$ cat src/rtl/dsmr_pkg.sv
// ----------------------------------------------------------------------------
// DSMR telegram checker package
// Shared types, character codes, status codes and the CRC-16/ARC byte update.
// ----------------------------------------------------------------------------
package dsmr_pkg;

    localparam logic [7:0]  CHAR_START    = 8'h2F;
    localparam logic [7:0]  CHAR_BANG     = 8'h21;
    localparam logic [7:0]  CHAR_LF       = 8'h0A;
    localparam logic [7:0]  CHAR_CR       = 8'h0D;
    localparam logic [15:0] CRC_INIT      = 16'h0000;
    localparam logic [15:0] CRC_POLY_REFL = 16'hA001;
    localparam logic [15:0] POS_MAX       = 16'hFFFF;
    localparam logic [2:0]  HEX_DIGITS    = 3'd4;

    typedef enum logic [1:0] {
        ST_OK         = 2'd0,
        ST_NO_START   = 2'd1,
        ST_INCOMPLETE = 2'd2,
        ST_CRC_ERROR  = 2'd3
    } status_t;

    typedef struct packed {
        logic       pre_verified;
        logic       end_of_buffer;
        logic [7:0] data_byte;
    } in_item_t;

    typedef struct packed {
        logic [15:0] computed_crc;
        logic [15:0] received_crc;
        logic [15:0] telegram_length;
        status_t     status;
    } result_t;

    // Reflected CRC-16 update over one byte, unrolled over its eight bits.
    function automatic logic [15:0] crc16_arc_byte(input logic [15:0] crc_in,
                                                   input logic [7:0]  data);
        logic [15:0] c;
        c = crc_in ^ {8'h00, data};
        for (int k = 0; k < 8; k++)
        begin
            if (c[0])
                c = (c >> 1) ^ CRC_POLY_REFL;
            else
                c = c >> 1;
        end
        return c;
    endfunction

    // Bit 4 set means the byte is a valid hex digit; bits 3:0 hold its value.
    function automatic logic [4:0] hex_nibble(input logic [7:0] b);
        logic [4:0] r;
        r = 5'b0_0000;
        if (b >= 8'h30 && b <= 8'h39)
            r = {1'b1, b[3:0]};
        else if ((b >= 8'h41 && b <= 8'h46) || (b >= 8'h61 && b <= 8'h66))
            r = {1'b1, b[3:0] + 4'd9};
        return r;
    endfunction

endpackage

$ cat src/rtl/dsmr_in_stage.sv
// ----------------------------------------------------------------------------
// DSMR input register
// Holds one received byte until the frame logic consumes it.
// ----------------------------------------------------------------------------
module dsmr_in_stage (
    input  logic              clk,
    input  logic              rst_n,
    input  logic              s_tvalid,
    output logic              s_tready,
    input  dsmr_pkg::in_item_t s_item,
    input  logic              consume,
    output logic              item_valid,
    output dsmr_pkg::in_item_t item
);
    import dsmr_pkg::*;

    logic     valid_reg;
    logic     valid_next;
    in_item_t item_reg;
    logic     load;

    // The register may refill in the same cycle that it is consumed.
    assign s_tready   = !valid_reg || consume;
    assign load       = s_tvalid && s_tready;
    assign valid_next = load ? 1'b1 : (consume ? 1'b0 : valid_reg);

    always_ff @(posedge clk or negedge rst_n)
    begin
        if (!rst_n)
            valid_reg <= 1'b0;
        else
            valid_reg <= valid_next;
    end

    always_ff @(posedge clk)
    begin
        if (load)
            item_reg <= s_item;
    end

    assign item_valid = valid_reg;
    assign item       = item_reg;

endmodule

$ cat src/rtl/dsmr_frame.sv
// ----------------------------------------------------------------------------
// DSMR frame tracker
// Keeps the per-telegram state and decides the result for each byte.
// ----------------------------------------------------------------------------
module dsmr_frame (
    input  logic               clk,
    input  logic               rst_n,
    input  logic               fire,
    input  dsmr_pkg::in_item_t item,
    output logic               res_valid,
    output dsmr_pkg::result_t  res
);
    import dsmr_pkg::*;

    logic [15:0] pos_reg,     pos_next;
    logic        bang_reg,    bang_next;
    logic [15:0] crc_reg,     crc_next;
    logic [15:0] snap_reg,    snap_next;
    logic [15:0] hex_reg,     hex_next;
    logic [2:0]  cnt_reg,     cnt_next;
    logic        inval_reg,   inval_next;
    logic        cr_reg,      cr_next;
    logic        discard_reg, discard_next;

    logic [7:0]  b;
    logic [4:0]  nib;
    logic [15:0] pos_inc;
    logic        check_ok;
    logic        clear_all;

    always_comb
    begin
        b            = item.data_byte;
        nib          = hex_nibble(b);
        pos_next     = pos_reg;
        bang_next    = bang_reg;
        crc_next     = crc_reg;
        snap_next    = snap_reg;
        hex_next     = hex_reg;
        cnt_next     = cnt_reg;
        inval_next   = inval_reg;
        cr_next      = cr_reg;
        discard_next = discard_reg;
        pos_inc      = (pos_reg == POS_MAX) ? pos_reg : pos_reg + 16'd1;
        check_ok     = 1'b0;
        clear_all    = 1'b0;
        res_valid    = 1'b0;
        res          = '{computed_crc: 16'h0000, received_crc: 16'h0000,
                         telegram_length: 16'h0000, status: ST_OK};

        if (fire)
        begin
            if (discard_reg)
            begin
                clear_all = item.end_of_buffer;
            end
            else if (pos_reg == 16'h0000 && b != CHAR_START)
            begin
                res_valid    = 1'b1;
                res.status   = ST_NO_START;
                discard_next = 1'b1;
                clear_all    = item.end_of_buffer;
            end
            else
            begin
                crc_next = crc16_arc_byte(crc_reg, b);
                if (pos_reg != 16'h0000 && b == CHAR_BANG)
                begin
                    bang_next  = 1'b1;
                    snap_next  = crc_next;
                    hex_next   = 16'h0000;
                    cnt_next   = 3'd0;
                    inval_next = 1'b0;
                end
                else if (bang_reg && cnt_reg < HEX_DIGITS)
                begin
                    hex_next   = {hex_reg[11:0], nib[3:0]};
                    cnt_next   = cnt_reg + 3'd1;
                    inval_next = inval_reg || !nib[4];
                end
                check_ok = (cnt_next == HEX_DIGITS) && !inval_next
                           && (hex_next == snap_next);

                if (bang_next && b == CHAR_LF && cr_reg)
                begin
                    res_valid           = 1'b1;
                    res.status          = check_ok ? ST_OK : ST_CRC_ERROR;
                    res.telegram_length = pos_reg;
                    res.received_crc    = hex_next;
                    res.computed_crc    = snap_next;
                    discard_next        = 1'b1;
                    clear_all           = item.end_of_buffer;
                end
                else
                begin
                    cr_next  = (b == CHAR_CR);
                    pos_next = pos_inc;
                    if (item.end_of_buffer)
                    begin
                        res_valid = 1'b1;
                        clear_all = 1'b1;
                        if (!item.pre_verified)
                        begin
                            res.status = ST_INCOMPLETE;
                        end
                        else
                        begin
                            res.telegram_length = pos_inc;
                            if (bang_next)
                            begin
                                res.status       = check_ok ? ST_OK : ST_CRC_ERROR;
                                res.received_crc = hex_next;
                                res.computed_crc = snap_next;
                            end
                        end
                    end
                end
            end
        end

        // Every buffer end returns the tracker to its reset state.
        if (clear_all)
        begin
            pos_next     = 16'h0000;
            bang_next    = 1'b0;
            crc_next     = CRC_INIT;
            snap_next    = 16'h0000;
            hex_next     = 16'h0000;
            cnt_next     = 3'd0;
            inval_next   = 1'b0;
            cr_next      = 1'b0;
            discard_next = 1'b0;
        end
    end

    always_ff @(posedge clk or negedge rst_n)
    begin
        if (!rst_n)
        begin
            pos_reg     <= 16'h0000;
            bang_reg    <= 1'b0;
            crc_reg     <= CRC_INIT;
            snap_reg    <= 16'h0000;
            hex_reg     <= 16'h0000;
            cnt_reg     <= 3'd0;
            inval_reg   <= 1'b0;
            cr_reg      <= 1'b0;
            discard_reg <= 1'b0;
        end
        else
        begin
            pos_reg     <= pos_next;
            bang_reg    <= bang_next;
            crc_reg     <= crc_next;
            snap_reg    <= snap_next;
            hex_reg     <= hex_next;
            cnt_reg     <= cnt_next;
            inval_reg   <= inval_next;
            cr_reg      <= cr_next;
            discard_reg <= discard_next;
        end
    end

endmodule

$ cat src/rtl/dsmr_out_stage.sv
// ----------------------------------------------------------------------------
// DSMR result register
// Holds one result until the downstream side takes it.
// ----------------------------------------------------------------------------
module dsmr_out_stage (
    input  logic              clk,
    input  logic              rst_n,
    input  logic              load,
    input  dsmr_pkg::result_t res,
    output logic              can_load,
    output logic              m_tvalid,
    input  logic              m_tready,
    output dsmr_pkg::result_t m_res
);
    import dsmr_pkg::*;

    logic    valid_reg;
    logic    valid_next;
    result_t res_reg;

    // A new result may be written in the cycle the held one is taken.
    assign can_load   = !valid_reg || m_tready;
    assign valid_next = load ? 1'b1 : ((valid_reg && m_tready) ? 1'b0 : valid_reg);

    always_ff @(posedge clk or negedge rst_n)
    begin
        if (!rst_n)
            valid_reg <= 1'b0;
        else
            valid_reg <= valid_next;
    end

    always_ff @(posedge clk)
    begin
        if (load)
            res_reg <= res;
    end

    assign m_tvalid = valid_reg;
    assign m_res    = res_reg;

endmodule

$ cat src/rtl/dsmr_telegram_frame_checker_core.sv
// ----------------------------------------------------------------------------
// DSMR telegram frame checker
// Checks the start flag, framing and CRC-16/ARC of a P1 telegram byte stream.
// Path: an accepted byte is held in the input register, and its result is
// stored in the result register, which drives the master side.
// Throughput: one byte per cycle, held back only while the result register
// is full and not being taken.
// Reset clears both valid flags and all telegram state; no result is pending.
// ----------------------------------------------------------------------------
module dsmr_telegram_frame_checker_core (
    input  logic        clk,
    input  logic        rst_n,
    input  logic        s_tvalid,
    output logic        s_tready,
    input  logic [7:0]  s_tdata,   // [7:0] data_byte
    input  logic        s_tlast,   // end_of_buffer
    input  logic        s_tuser,   // pre_verified
    output logic        m_tvalid,
    input  logic        m_tready,
    output logic [47:0] m_tdata,   // [15:0] telegram_length, [31:16] received_crc,
                                   // [47:32] computed_crc
    output logic [1:0]  m_tuser    // [1:0] status
);
    import dsmr_pkg::*;

    in_item_t s_item;
    in_item_t item;
    logic     item_valid;
    logic     can_load;
    logic     proc_fire;
    logic     res_valid;
    result_t  res;
    result_t  m_res;

    assign s_item.data_byte     = s_tdata;
    assign s_item.end_of_buffer = s_tlast;
    assign s_item.pre_verified  = s_tuser;

    // A byte moves into the frame logic only when its result can be stored.
    assign proc_fire = item_valid && can_load;

    dsmr_in_stage u_in_stage (
        .clk        (clk),
        .rst_n      (rst_n),
        .s_tvalid   (s_tvalid),
        .s_tready   (s_tready),
        .s_item     (s_item),
        .consume    (proc_fire),
        .item_valid (item_valid),
        .item       (item)
    );

    dsmr_frame u_frame (
        .clk       (clk),
        .rst_n     (rst_n),
        .fire      (proc_fire),
        .item      (item),
        .res_valid (res_valid),
        .res       (res)
    );

    dsmr_out_stage u_out_stage (
        .clk      (clk),
        .rst_n    (rst_n),
        .load     (proc_fire && res_valid),
        .res      (res),
        .can_load (can_load),
        .m_tvalid (m_tvalid),
        .m_tready (m_tready),
        .m_res    (m_res)
    );

    assign m_tdata = {m_res.computed_crc, m_res.received_crc, m_res.telegram_length};
    assign m_tuser = m_res.status;

`ifndef ASSERT_OFF
    a_result_from_byte: assert property (@(posedge clk) disable iff (!rst_n)
        $rose(m_tvalid) |-> $past(proc_fire))
        else $error("result appeared without a processed byte");

    a_no_start_zero: assert property (@(posedge clk) disable iff (!rst_n)
        (m_tvalid && m_tuser == ST_NO_START) |-> (m_tdata == 48'h0))
        else $error("missing start flag result carries nonzero fields");

    a_incomplete_zero: assert property (@(posedge clk) disable iff (!rst_n)
        (m_tvalid && m_tuser == ST_INCOMPLETE) |-> (m_tdata == 48'h0))
        else $error("incomplete result carries nonzero fields");

    a_no_fire_when_full: assert property (@(posedge clk) disable iff (!rst_n)
        (m_tvalid && !m_tready) |-> !proc_fire)
        else $error("byte processed while result register is blocked");
`endif

endmodule
$ cat config.mk
export PLATFORM = sky130hd
export DESIGN_NAME = dsmr_telegram_frame_checker_core
export DESIGN_NICKNAME = d
export VERILOG_FILES = /design/src/rtl/dsmr_pkg.sv /design/src/rtl/dsmr_in_stage.sv /design/src/rtl/dsmr_frame.sv /design/src/rtl/dsmr_out_stage.sv /design/src/rtl/dsmr_telegram_frame_checker_core.sv
export SDC_FILE = /design/constraint.sdc
export NUM_CORES = 1
export LEC_CHECK = 0
export ABC_AREA = 1
export BUFFER_PORTS_ARGS = -buffer_cell sky130_fd_sc_hd__buf_2
export CAP_MARGIN = 25
export CORE_ASPECT_RATIO = 1.75
export CORE_MARGIN = 4
export CORE_UTILIZATION = 54
export DETAILED_ROUTE_END_ITERATION = 10
export HOLD_SLACK_MARGIN = 0.02
export MAX_ROUTING_LAYER = met4
export PLACE_DENSITY_LB_ADDON = 0.05
export SETUP_SLACK_MARGIN = 0.4
export SYNTH_ARGS = -nofsm -noshare
export SYNTH_HDL_FRONTEND = slang
export SYNTH_SLANG_ARGS = --single-unit
$ cat constraint.sdc
create_clock -name clk -period 3.4 [get_ports clk]
set_input_delay 0.68 -clock clk [delete_from_list [all_inputs] [get_ports clk]]
set_output_delay 0.68 -clock clk [all_outputs]
set_load 0.02 [all_outputs]
* Word-level counts from Yosys, hierarchy flattened
Cells that the tools add are included.
** Word-level totals
- Logic and storage cells :: 195
- Input port bits :: 14
- Output and inout bits :: 52
- Flip-flop bits (word level) :: 133
** Cells by class
- Add/sub/neg operators :: 3
- Magnitude comparators :: 7
- Reductions and logical operators :: 31
- Bitwise operators :: 10
- Mux-type cells :: 115
- Equality and inequality tests :: 10
** Operators with widths (count)
- $mux 16 :: 56
- $mux 50 :: 2
- $mux 48 :: 1
- $mux 1 :: 41
- $mux 32 :: 1
- $mux 3 :: 9
- $not 2->3 :: 8
- $add 16x1->16 const B :: 1
- $eq 16x16->1 :: 1
- $eq 16x16->1 const B :: 1
- $eq 8x4->1 const B :: 2
- $ge 8x7->1 const B :: 2
- $le 8x7->1 const B :: 2
- $logic_not 16->1 :: 1
- $reduce_bool 16->1 :: 1
- $xor 16x8->16 :: 1
- $logic_and 1x1->1 :: 14
- $mux 5 :: 2
- $eq 8x6->1 const B :: 1
- $ge 8x6->1 const B :: 1
- $le 8x6->1 const B :: 1
- $ne 8x6->1 const B :: 1
- $mux 2 :: 3
- $reduce_bool 2->1 :: 3
- 13 further kinds :: 20

* Logic depth before layout (Yosys ltp)
Gate-level depths: netlist of the first run.
- Depth after elaboration :: 50
- Mapped depth :: 18
- Gate-level depth less buffers :: 18

* By module
Synthesis of the first run repeated with hierarchy kept, for this count alone.
** Second synthesis, totals
- Cell total of the unflattened synthesis :: 840
- Area total of the unflattened synthesis :: 6897.9 sq um
** Modules (own cells, without submodules)
- dsmr_frame :: times used 1, area an instance 4988.5 sq um, cells each 765, sequential area each 1776.7 sq um
- dsmr_out_stage :: times used 1, area an instance 1546.5 sq um, cells each 55, sequential area each 1526.5 sq um
- dsmr_in_stage :: times used 1, area an instance 345.3 sq um, cells each 16, sequential area each 325.3 sq um
- dsmr_telegram_frame_checker_core :: times used 1, area an instance 17.5 sq um, cells each 4, sequential area each 0.0 sq um

* Least setup slack after synthesis of the first run
OpenSTA, ideal clock, no wires.
- Path type :: register -> register
- Start :: register u_in_stage.item_reg (netlist bit u_in_stage.item[1])
- End :: register u_out_stage.res_reg (netlist bit u_out_stage.m_res[0]) (enable)
- Arrival :: 2.991 ns
- Path slack :: 0.005 ns
- Stages on the path, launching flop included :: 14
- Setup time :: 0.404 ns
- Data required time :: 2.996 ns
- Clock period less this slack :: 3.395 ns
- Path through :: edfxtp_1 > inv_1 > ha_1 > nand2_2 > nor3_4 > nand2_4 > inv_2 > nor2_2 > inv_1 > nand2_1 > buf_2 > nand3_1 > nand2_1 > inv_1
** On the way
- Longest elaborated chain between the ends :: 13
** RTL lines
- start: declaration :: line dsmr_in_stage.sv:19 : in_item_t item_reg;
- start signal: assignment :: line dsmr_in_stage.sv:38 : item_reg <= s_item;
- $eq 8x6->1 :: line dsmr_frame.sv:67 : if (pos_reg != 16'h0000 && b == CHAR_BANG)
- $logic_and 1x1->1 :: line dsmr_frame.sv:67
- $mux 1 :: line dsmr_frame.sv:67
- $mux 1 :: line dsmr_frame.sv:57 : else if (pos_reg == 16'h0000 && b != CHAR_START)
- $mux 1 :: line dsmr_frame.sv:53 : if (discard_reg)
- $mux 1 :: line dsmr_frame.sv:51 : if (fire)
- $logic_and 1x1->1 (2 in a row) :: line dsmr_frame.sv:84 : if (bang_next && b == CHAR_LF && cr_reg)
- $mux 1 :: line dsmr_frame.sv:84
- $mux 1 (*) :: line dsmr_frame.sv:57
- $mux 1 (*) :: line dsmr_frame.sv:53
- $mux 1 (*) :: line dsmr_frame.sv:51
- $logic_and 1x1->1 (*) :: line dsmr_telegram_frame_checker_core.sv:65 : .load (proc_fire && res_valid),
- named net u_out_stage.load :: line dsmr_out_stage.sv:8 : input logic load,
- end signal: assignment :: line dsmr_out_stage.sv:36 : res_reg <= res;
- end: declaration :: line dsmr_out_stage.sv:19 : result_t res_reg;
Mark *: on every way through the listed nets, which the timed path passes. The rest lies on a longest branch. The select of a mux whose other input is x is not followed.
A chain may end at the register's enable or synchronous reset.

* Final worst setup path of the first run
- Start :: register u_in_stage.item_reg (netlist bit u_in_stage.item[1])
- End :: register u_out_stage.res_reg (netlist bit u_out_stage.m_res[0]), data pin
** On the way
- Longest elaborated chain between the ends :: 44
** RTL lines
- $xor 16x8->16 :: line dsmr_pkg.sv:40 : c = crc_in ^ {8'h00, data};
- $not 2->3 (no source line)
- $mux 16 :: line dsmr_pkg.sv:43 : if (c[0])
- $mux 16 :: line dsmr_frame.sv:57
- $mux 16 :: line dsmr_frame.sv:53
- $mux 16 :: line dsmr_frame.sv:51
- $mux 16 :: line dsmr_pkg.sv:43
- $mux 16 :: line dsmr_frame.sv:57
- [... 28 more ...]
- $eq 16x16->1 :: line dsmr_frame.sv:82 : && (hex_next == snap_next);
- $logic_and 1x1->1 :: line dsmr_frame.sv:82
- $mux 2 :: line dsmr_frame.sv:87, dsmr_frame.sv:111
- $mux 2 :: line dsmr_frame.sv:109 : if (bang_next)
- $mux 2 :: line dsmr_frame.sv:102 : if (!item.pre_verified)
- $mux 50 :: line dsmr_frame.sv:98 : if (item.end_of_buffer)
- $mux 50 :: line dsmr_frame.sv:84
- $mux 1 (*) :: line dsmr_frame.sv:57
Every way passes the cells marked *; elsewhere a longest branch is shown, timed or not. The select of a mux whose other input is x is not followed.

==> results.py, run 1 <==
metrics = {
    "run_status": {
        "status": "completed",
    },
    "timing": {
        "finalClockSkew_ps": 15.7,
        "relSlewSlack": 0.472,
        "fmax_mhz": 360,
        "worstMarginPinSlew_ps": 791,
        "period_needed_ps": 2780,
        "fin_ws_ps": 625,
        "period_share": 0.816,
        "hold_viol": 0,
        "setup_tns_ps": 0,
        "setup_viol": 0,
        "grt_setup_unrepaired": "false",
        "drv_slew": 0,
    },
    "setup_path": {
        "crit_start": "u_in_stage.item[1]",
        "worstPathRequired_ps": 3570,
        "r2r_start": "u_in_stage.item[1]",
        "r2r_cells": 16,
        "r2r-end": "u_out_stage.m_res[0]",
        "crit_fanout": 17,
        "cp-start-kind": "register",
        "cp-end-kind": "register",
        "arrival_ps": 2940,
        "path_class": "reg -> reg",
        "timing.reg2reg.setup_slack_ps": 620,
    },
    "synth": {
        "yosys_register_bits": 133,
        "synth-main-ff-cell": "dfrtp_1",
        "synth.yosys.seq_area_share": 0.531,
        "async_reset_ff_frac": 0.549,
        "synth_cell_types": 41,
        "synth_common_cells": "212 x nand2_1, 96 x inv_1, 78 x nor2_1",
        "yosysTopAreaCellShare": 0.267,
        "postSynthAreaPerCell_um2": 8.46,
        "ys_warn_count": 0,
        "yosysMostFrequentCell": "nand2_1",
        "syn_inst": 808,
        "synth_area_um2": 6830,
        "synth_largest_area_cell": "dfrtp_1",
        "syn_nets": 829,
        "synth-edff-count": 60,
        "synth_area_leaders": "dfrtp_1 27%, edfxtp_1 26%, nand2_1 12%",
    },
    "placed_design": {
        "dp_slack_ps": 364,
        "hpwl_um": 12900,
        "place_congestion": 0.975,
        "port_buffers": 65,
    },
    "global_route": {
        "grt_max_degree": 74,
        "antenna_found_initial": 0,
        "gr-usage-all-layers": 0.267,
        "grt-ovfl-total": 0,
        "grt_pass1_vias": 5732,
        "grt_first_pass_wirelength_um": 28900,
    },
    "route": {
        "first_iter_violations": 458,
        "via_count": 5911,
        "drc": 0,
        "dr.pass1.iters": 5,
        "wl_per_cell_um": 17.0,
        "vias_per_cell": 5.55,
        "routed_wl_um": 18100,
        "ant_nets": 0,
    },
    "cts": {
        "root_buffer": "clkbuf_16",
        "clk_pin_slew_ps": 60,
        "cts_tree": "built",
        "htreeDepth": 4,
        "cts_max_path_buffers": 2,
        "clkLatencyLatePin_ps": 430,
        "cts_buffers": 17,
        "clkSinkCount": 133,
    },
    "floorplan": {
        "die_y_um": 157,
        "rows": 54,
        "initial_core_util": 0.550,
        "die_width_um": 93.0,
        "design.die.area_um2": 14600,
        "io_pins": 66,
        "design.core.area_um2": 12400,
    },
    "run": {
        "maxCapViolCount": 0,
    },
    "pwr": {
        "power_density_nw_per_um2": 545,
        "peakVddDrop_mv": 0.487,
        "p_leak_uw": 0.00356,
    },
    "finish": {
        "largest_register_ffs": 50,
        "synthToLayoutAreaGrowth_pct": 17.3,
        "diodes": 0,
        "drive_above_1_share": 0.163,
        "nets": 906,
    },
    "worst_hold_path": {
        "hp-class": "in -> async",
    },
}
power by group:
group          total (uW)  switching (uW)  internal (uW)
Clock                1740             778            960
Combinational         702             507            195
Sequential           1930            56.5           1870
cell type report:
cell class / instances / area, um2
clock buffer: 17 / 425
inverter: 106 / 402
multi-input combinational: 543 / 2680
fill: 1123 / 4420
tap: 168 / 210
clock inverter: 15 / 136
sequential: 133 / 3630
timing repair buffer: 84 / 529
stage by stage:
step / cells / utilization / hold WS [ps] / total power [uW] / cell area [um2]
CTS: 1060 / 0.636 / 420 / 4390 / 7900
floorplan: 808 / - / 384 / 2390 / 6840
detailed placement: 1027 / 0.589 / 481 / 2650 / 7330
global placement: 1027 / 0.589 / 471 / 2640 / 7330
finish: 1066 / 0.645 / 147 / 4370 / 8010
global route: 1066 / 0.645 / 147 / 4540 / 8010
per-layer routing:
metal / wire, um / share of wire / track usage
met1: 6730 / 0.37 / 0.292
met2: 9870 / 0.55 / 0.467
met3: 749 / 0.041 / 0.0385
met5: 0 / 0 / -
met4: 726 / 0.040 / 0.134
cell families (layout without fill, tap and decap cells):
family,count (synthesis),count (layout),synth area share
AOI/OAI and AO/OA,121,121,0.106
xor gates and xnor gates,15,15,0.0192
adders and majority gates,7,7,0.0128
buffers and inverters,133,222,0.0811
DFF,133,133,0.531
and+or+nand+nor,399,400,0.250
how the worst max path moves through the flow:
stage | cells past startpoint | end
6_report | 16 | u_out_stage.m_res[0]
3_5_place_dp | 13 | u_out_stage.m_res[23]
3_3_place_gp | 13 | u_out_stage.m_res[38]
5_1_grt | 16 | u_out_stage.m_res[0]
4_1_cts | 15 | u_out_stage.m_res[0]
2_1_floorplan | 14 | u_out_stage.m_res[0]
layout by cell type, fill, tap and decap left out, types with 6 or more instances in the layout:
| cell | Yosys | layout |
|---|---|---|
| edfxtp_1 | 60 | 60 |
| buf_2 | 8 | 65 |
| o22ai_1 | 53 | 53 |
| inv_1 | 96 | 94 |
| nand3_1 | 72 | 71 |
| clkbuf_16 | 0 | 17 |
| nor2_2 | 5 | 6 |
| dfrtp_1 | 73 | 73 |
| inv_2 | 9 | 10 |
| xor2_1 | 12 | 12 |
| nand4_1 | 8 | 8 |
| nand2_1 | 212 | 212 |
| o21ai_0 | 33 | 33 |
| buf_4 | 4 | 14 |
| a21oi_1 | 18 | 18 |
| nor2_1 | 78 | 77 |
| ha_1 | 7 | 7 |
worst max-delay path: stages, from the launching register on:
cell and delay [ps]:
edfxtp_1 480, inv_2 130, ha_1 200, nand2_2 90
nor3_4 160, buf_12 150, nand2_4 140, o21ai_1 340
inv_1 70, nand2_1 70, nand2_1 50, nor2_1 130
nand2_1 70, nor2_1 110, nand4_1 160, nand3_1 110
a21oi_1 60
timing repair:
action                     in CTS  in global routing
resized for setup               1                  5
pin swaps                       0                  2
setup endpoints to repair      38                 96
cloned                          0                  1
hold buffers                    0                  0
buffers inserted                1                  4
Note: power is estimated with default switching activity, not from simulation.
==> inputs of run 2 (changes only) <==
- ABC_AREA: 1 -> 0
- clock period: 3.4 -> 2.35 ns (I/O delays scaled with it)
==> results.py, run 2 <==
metrics = {
    "run_status": {
        "status": "finished, violations left",
        "violations": "negative setup slack",
    },
    "global_route": {
        "busiest_layer": "met2",
        "grtUsageMet3": 0.0506,
        "grt-ovfl-total": 0,
        "grt_first_pass_wirelength_um": 34800,
        "grt_max_degree": 44,
        "met1_usage": 0.311,
        "use_met2": 0.605,
        "antenna_found_initial": 0,
        "gr-usage-all-layers": 0.332,
        "grt_pass1_vias": 6558,
    },
    "synth": {
        "yosysMostFrequentCell": "nor2_1",
        "synth_area_um2": 6640,
        "synth-main-ff-cell": "dfrtp_1",
        "yosys_register_bits": 133,
        "synth.yosys.seq_area_share": 0.547,
        "synth_common_cells": "79 x nor2_1, 73 x dfrtp_1, 60 x edfxtp_1",
        "syn_nets": 641,
        "yosysTopAreaCellShare": 0.275,
        "synth_cell_types": 68,
        "postSynthAreaPerCell_um2": 10.7,
        "syn_inst": 620,
        "synth_area_leaders": "dfrtp_1 28%, edfxtp_1 27%, a22o_1 5.5%",
        "async_reset_ff_frac": 0.549,
        "synth-edff-count": 60,
        "synth_largest_area_cell": "dfrtp_1",
        "ys_warn_count": 0,
    },
    "setup_path": {
        "cp-start-kind": "register",
        "worstPathRequired_ps": 2640,
        "slowest_stage": "edfxtp_1",
        "cp_num_cells": 11,
        "crit_start": "u_in_stage.item[0]",
        "path_class": "reg -> reg",
        "crit_fanout": 5,
        "cp-end-kind": "register",
        "cp_num_buf_inv": 2,
        "arrival_ps": 3230,
        "path_cells": "inv_2, ha_4, o21bai_1, buf_4, o21ai_0, a31oi_1, nor3_1, nor4b_4, o2111a_1, a21o_1, a21oi_2",
        "cp-endpoint": "u_out_stage.m_res[1]",
        "r2r_start": "u_in_stage.item[0]",
        "crit_path_max_incr_delay_ps": 510,
        "timing.reg2reg.setup_slack_ps": -580,
        "r2r_cells": 11,
        "cpLargestDelayFamily": "compound AO/OA/AOI/OAI gates",
        "r2r-end": "u_out_stage.m_res[1]",
    },
    "timing": {
        "finalClockSkew_ps": 11.4,
        "period_needed_ps": 2930,
        "hold_viol": 0,
        "relSlewSlack": 0.506,
        "fmax_mhz": 341,
        "period_share": 1.25,
        "worstMarginPinSlew_ps": 741,
        "grt_setup_unrepaired": "true",
        "drv_slew": 0,
        "fin_ws_ps": -583,
        "setup_viol": 171,
        "holdWs_ps": 81.2,
    },
    "finish": {
        "largest_register_ffs": 50,
        "final_cell_mix": "122 x buf_4, 73 x dfrtp_1, 65 x buf_2",
        "diodes": 0,
        "fin_cells": 1051,
        "layout_commonest_cell": "buf_4",
        "nets": 894,
        "drive_above_1_share": 0.541,
        "finalInstanceArea_um2": 11100,
        "synthToLayoutAreaGrowth_pct": 66.7,
    },
    "route": {
        "first_iter_violations": 697,
        "dr.pass1.iters": 5,
        "drc": 0,
        "vias_per_cell": 6.56,
        "routed_wl_um": 29000,
        "via_count": 6893,
        "ant_nets": 0,
        "wl_per_cell_um": 27.6,
    },
    "cts": {
        "root_buffer": "clkbuf_16",
        "clkLatencyLatePin_ps": 440,
        "holdBufCountCts": 0,
        "htreeDepth": 4,
        "cts_max_path_buffers": 2,
        "cts_tree": "built",
        "clk_pin_slew_ps": 70,
        "cts_buffers": 17,
        "clkSinkCount": 133,
    },
    "floorplan": {
        "die_width_um": 91.8,
        "rows": 53,
        "initial_core_util": 0.553,
        "io_pins": 66,
        "design.die.area_um2": 14200,
        "design.core.area_um2": 12000,
        "die_y_um": 155,
    },
    "pwr": {
        "power_switching_uw": 1920,
        "seq_power_share": 0.400,
        "clockPowerShare": 0.419,
        "p_comb_frac": 0.181,
        "power_density_nw_per_um2": 591,
        "switching_share": 0.293,
        "peakVddDrop_mv": 0.448,
        "p_int_uw": 4620,
        "p_leak_uw": 0.00455,
    },
    "placed_design": {
        "place_area_um2": 8310,
        "port_buffers": 65,
        "dp_slack_ps": -382,
        "place_congestion": 0.922,
        "hpwl_um": 14600,
        "dp_cells": 942,
    },
    "worst_hold_path": {
        "hp-class": "in -> async",
    },
    "run": {
        "maxCapViolCount": 0,
    },
}
-- run 2: cell type report --
class                   count  area (um2)
multi-input cells         442        3960
flip-flops and latches    133        3630
repair buffers            271        2640
fillers                   401         937
clock buffers              17         425
well taps                 165         206
clock inverters            15         181
inverters                   8        30.0
-- run 2: power by group through the flow --
| stage | Combinational [uW] | Sequential (uW) | Clock, uW |
|---|---|---|---|
| 2_1_floorplan | 312 | 2780 | 0 |
| 3_3_place_gp | 766 | 2650 | 0 |
| 3_5_place_dp | 779 | 2660 | 0 |
| 4_1_cts | 954 | 2610 | 2690 |
| 5_1_grt | 1210 | 2620 | 2870 |
| 6_report | 1180 | 2620 | 2740 |
-- run 2: per-layer routing --
layer | part of all wire | wire, um
met1 | 0.30 | 8650
met2 | 0.53 | 15300
met3 | 0.075 | 2170
met4 | 0.10 | 2890
met5 | 0 | 0
-- run 2: repair_timing --
| item | in CTS | in global routing |
|---|---|---|
| cloned | 6 | 13 |
| pin swaps | 45 | 106 |
| setup buffers | 23 | 35 |
| setup endpoints to repair | 172 | 172 |
| gates resized for setup | 111 | 178 |
-- run 2: worst min-delay path by stage --
stage	start	end	slack, ps
after floorplan	rst_n	u_frame.bang_reg	170
after global placement	u_frame.cr_reg	u_frame.cr_reg	470
after detailed placement	u_frame.cr_reg	u_frame.cr_reg	470
after CTS	rst_n	u_frame.pos_reg[6]	100
after global routing	rst_n	u_frame.pos_reg[6]	110
final	rst_n	u_frame.pos_reg[6]	80
-- run 2: per-stage QoR --
stage / util / total power [uW] / setup TNS (ps)
floorplan: - / 3090 / -232
global placement: 0.692 / 3420 / -14290
detailed placement: 0.692 / 3430 / -17100
CTS: 0.810 / 6260 / -5750
global route: 0.922 / 6710 / -53270
finish: 0.922 / 6540 / -34510
-- run 2: kinds of logic (layout without fill, tap and decap cells) --
group	after synthesis	after routing	share of synthesized area
muxes	19	19	0.0288
adders and majority gates	7	7	0.0132
buffers and inverters	45	311	0.0298
DFF	133	133	0.547
and+or+nand+nor	225	225	0.164
AOI/OAI and AO/OA	159	159	0.164
xor gates and xnor gates	32	32	0.0539
-- run 2: worst register-to-register path: cells and delay by family, from the launching register on --
| family | cells | cell delay, ps |
|---|---|---|
| AOI/OAI and AO/OA | 6 | 1310 |
| adders and majority gates | 1 | 150 |
| buffers and inverters | 2 | 320 |
| and+or+nand+nor | 2 | 510 |
| DFF | 1 | 510 |
==> inputs of run 3 (changes only) <==
- CORE_UTILIZATION: 54 -> 40
- clock period: 2.35 -> 2.97 ns (I/O delays scaled with it)
==> results.py, run 3 (synthesized netlist as in run 2, its figures left out) <==
metrics = {
    "global_route": {
        "antenna_found_initial": 0,
        "gr-usage-all-layers": 0.220,
        "grt_pass1_vias": 5517,
        "grt-ovfl-total": 0,
        "grt_max_degree": 74,
        "grt_first_pass_wirelength_um": 30500,
    },
    "route": {
        "vias_per_cell": 5.57,
        "routed_wl_um": 19600,
        "drc": 0,
        "ant_nets": 0,
        "dr.pass1.iters": 4,
        "via_count": 5412,
        "wl_per_cell_um": 20.1,
        "first_iter_violations": 305,
    },
    "timing": {
        "relSlewSlack": 0.622,
        "fin_ws_ps": 351,
        "holdWs_ps": 199,
        "worstMarginPinSlew_ps": 568,
        "hold_viol": 0,
        "drv_slew": 0,
        "grt_setup_unrepaired": "true",
        "fmax_mhz": 382,
        "period_share": 0.882,
        "setup_tns_ps": 0,
        "setup_viol": 0,
        "period_needed_ps": 2620,
        "finalClockSkew_ps": 15.3,
    },
    "cts": {
        "cts_max_path_buffers": 2,
        "htreeDepth": 4,
        "cts_buffers": 17,
        "clkSinkCount": 133,
        "cts_tree": "built",
        "root_buffer": "clkbuf_16",
        "clk_pin_slew_ps": 70,
        "clkLatencyLatePin_ps": 420,
    },
    "finish": {
        "n_fill_cell": 1497,
        "post-route-util": 0.521,
        "nets": 756,
        "drive_above_1_share": 0.282,
        "diodes": 0,
        "final_cell_mix": "77 x nor2_1, 72 x dfrtp_1, 65 x buf_2",
        "synthToLayoutAreaGrowth_pct": 28.4,
        "largest_register_ffs": 50,
        "layout_commonest_cell": "nor2_1",
        "finalInstanceArea_um2": 8520,
    },
    "setup_path": {
        "path_class": "reg -> reg",
        "crit_fanout": 4,
        "crit_top_cell": "buf_4",
        "worstPathRequired_ps": 3140,
        "slowest_stage": "edfxtp_1",
        "crit_path_max_incr_delay_ps": 530,
        "cp-start-kind": "register",
        "arrival_ps": 2790,
        "cp-end-kind": "register",
        "path_cells": "nor3_1, buf_4, and4_4, a21oi_4, buf_4, a2111o_1, xnor2_1, o2111a_2, nor2_1, o21a_1",
    },
    "floorplan": {
        "die_width_um": 105,
        "design.core.area_um2": 16400,
        "design.die.area_um2": 18800,
        "io_pins": 66,
        "die_y_um": 178,
        "initial_core_util": 0.406,
        "rows": 62,
    },
    "worst_hold_path": {
        "hp-class": "in -> async",
    },
    "placed_design": {
        "port_buffers": 65,
        "dp_slack_ps": -12.6,
        "place_congestion": 0.913,
        "hpwl_um": 14100,
        "place_area_um2": 7500,
    },
    "pwr": {
        "power_density_nw_per_um2": 578,
        "peakVddDrop_mv": 0.325,
        "p_leak_uw": 0.00345,
    },
    "run": {
        "maxCapViolCount": 0,
    },
    "run_status": {
        "status": "completed",
    },
}
## run 3: worst paths after layout
check	startpoint	end	slack (ps)	depth (start not counted)
min in group clk	s_tdata[4]	u_in_stage.item[4]	340	1
worst max register to register	u_in_stage.item[3]	u_out_stage.m_res[0]	350	10
worst min-delay path	rst_n	u_frame.pos_reg[6]	200	2
max in group asynchronous	rst_n	u_frame.discard_reg	2420	2
worst max-delay path	u_in_stage.item[3]	u_out_stage.m_res[0]	350	10
worst min register to register	u_frame.cr_reg	u_frame.cr_reg	480	2
## run 3: final cells by class
type                            instances  area (um2)  share of cell area
Tap cell                              224         280              0.0329
Multi-Input combinational cell        442        3020               0.355
Timing Repair Buffer                  133         930               0.109
Clock inverter                         14         188              0.0220
Inverter                                8        30.0             0.00352
Sequential cell                       133        3630               0.426
Clock buffer                           18         439              0.0515
## run 3: what timing repair did
action | CTS | global route
setup buffers | 12 | 10
pin swaps | 9 | 7
gates resized for setup | 20 | 23
hold buffers | 0 | 0
setup endpoints to repair | 95 | 104
## run 3: metrics by stage
| step | total power [uW] | instances |
|---|---|---|
| global route | 5100 | 972 |
| finish | 4930 | 972 |
| detailed placement | 2630 | 918 |
| CTS | 4950 | 962 |
| global placement | 2620 | 917 |
| floorplan | 2410 | 620 |
## run 3: report_power, final
part	internal, uW	switching, uW	total, uW
combinational	219	365	584
clock	1370	906	2280
sequential	2030	37.7	2070
## run 3: metal layers
metal,track usage,vias up,part of all wire
li1,-,2515,-
met1,0.219,2702,0.36
met2,0.420,150,0.57
met3,0.0279,45,0.028
met4,0.102,0,0.037
met5,-,-,0
## run 3: worst max-delay path: cells and delay by family, from the launching register on
family	cells	cell delay, ps
buf+inv	2	300
flops	1	530
xor+xnor	1	180
simple gates	3	530
compound gates	4	830
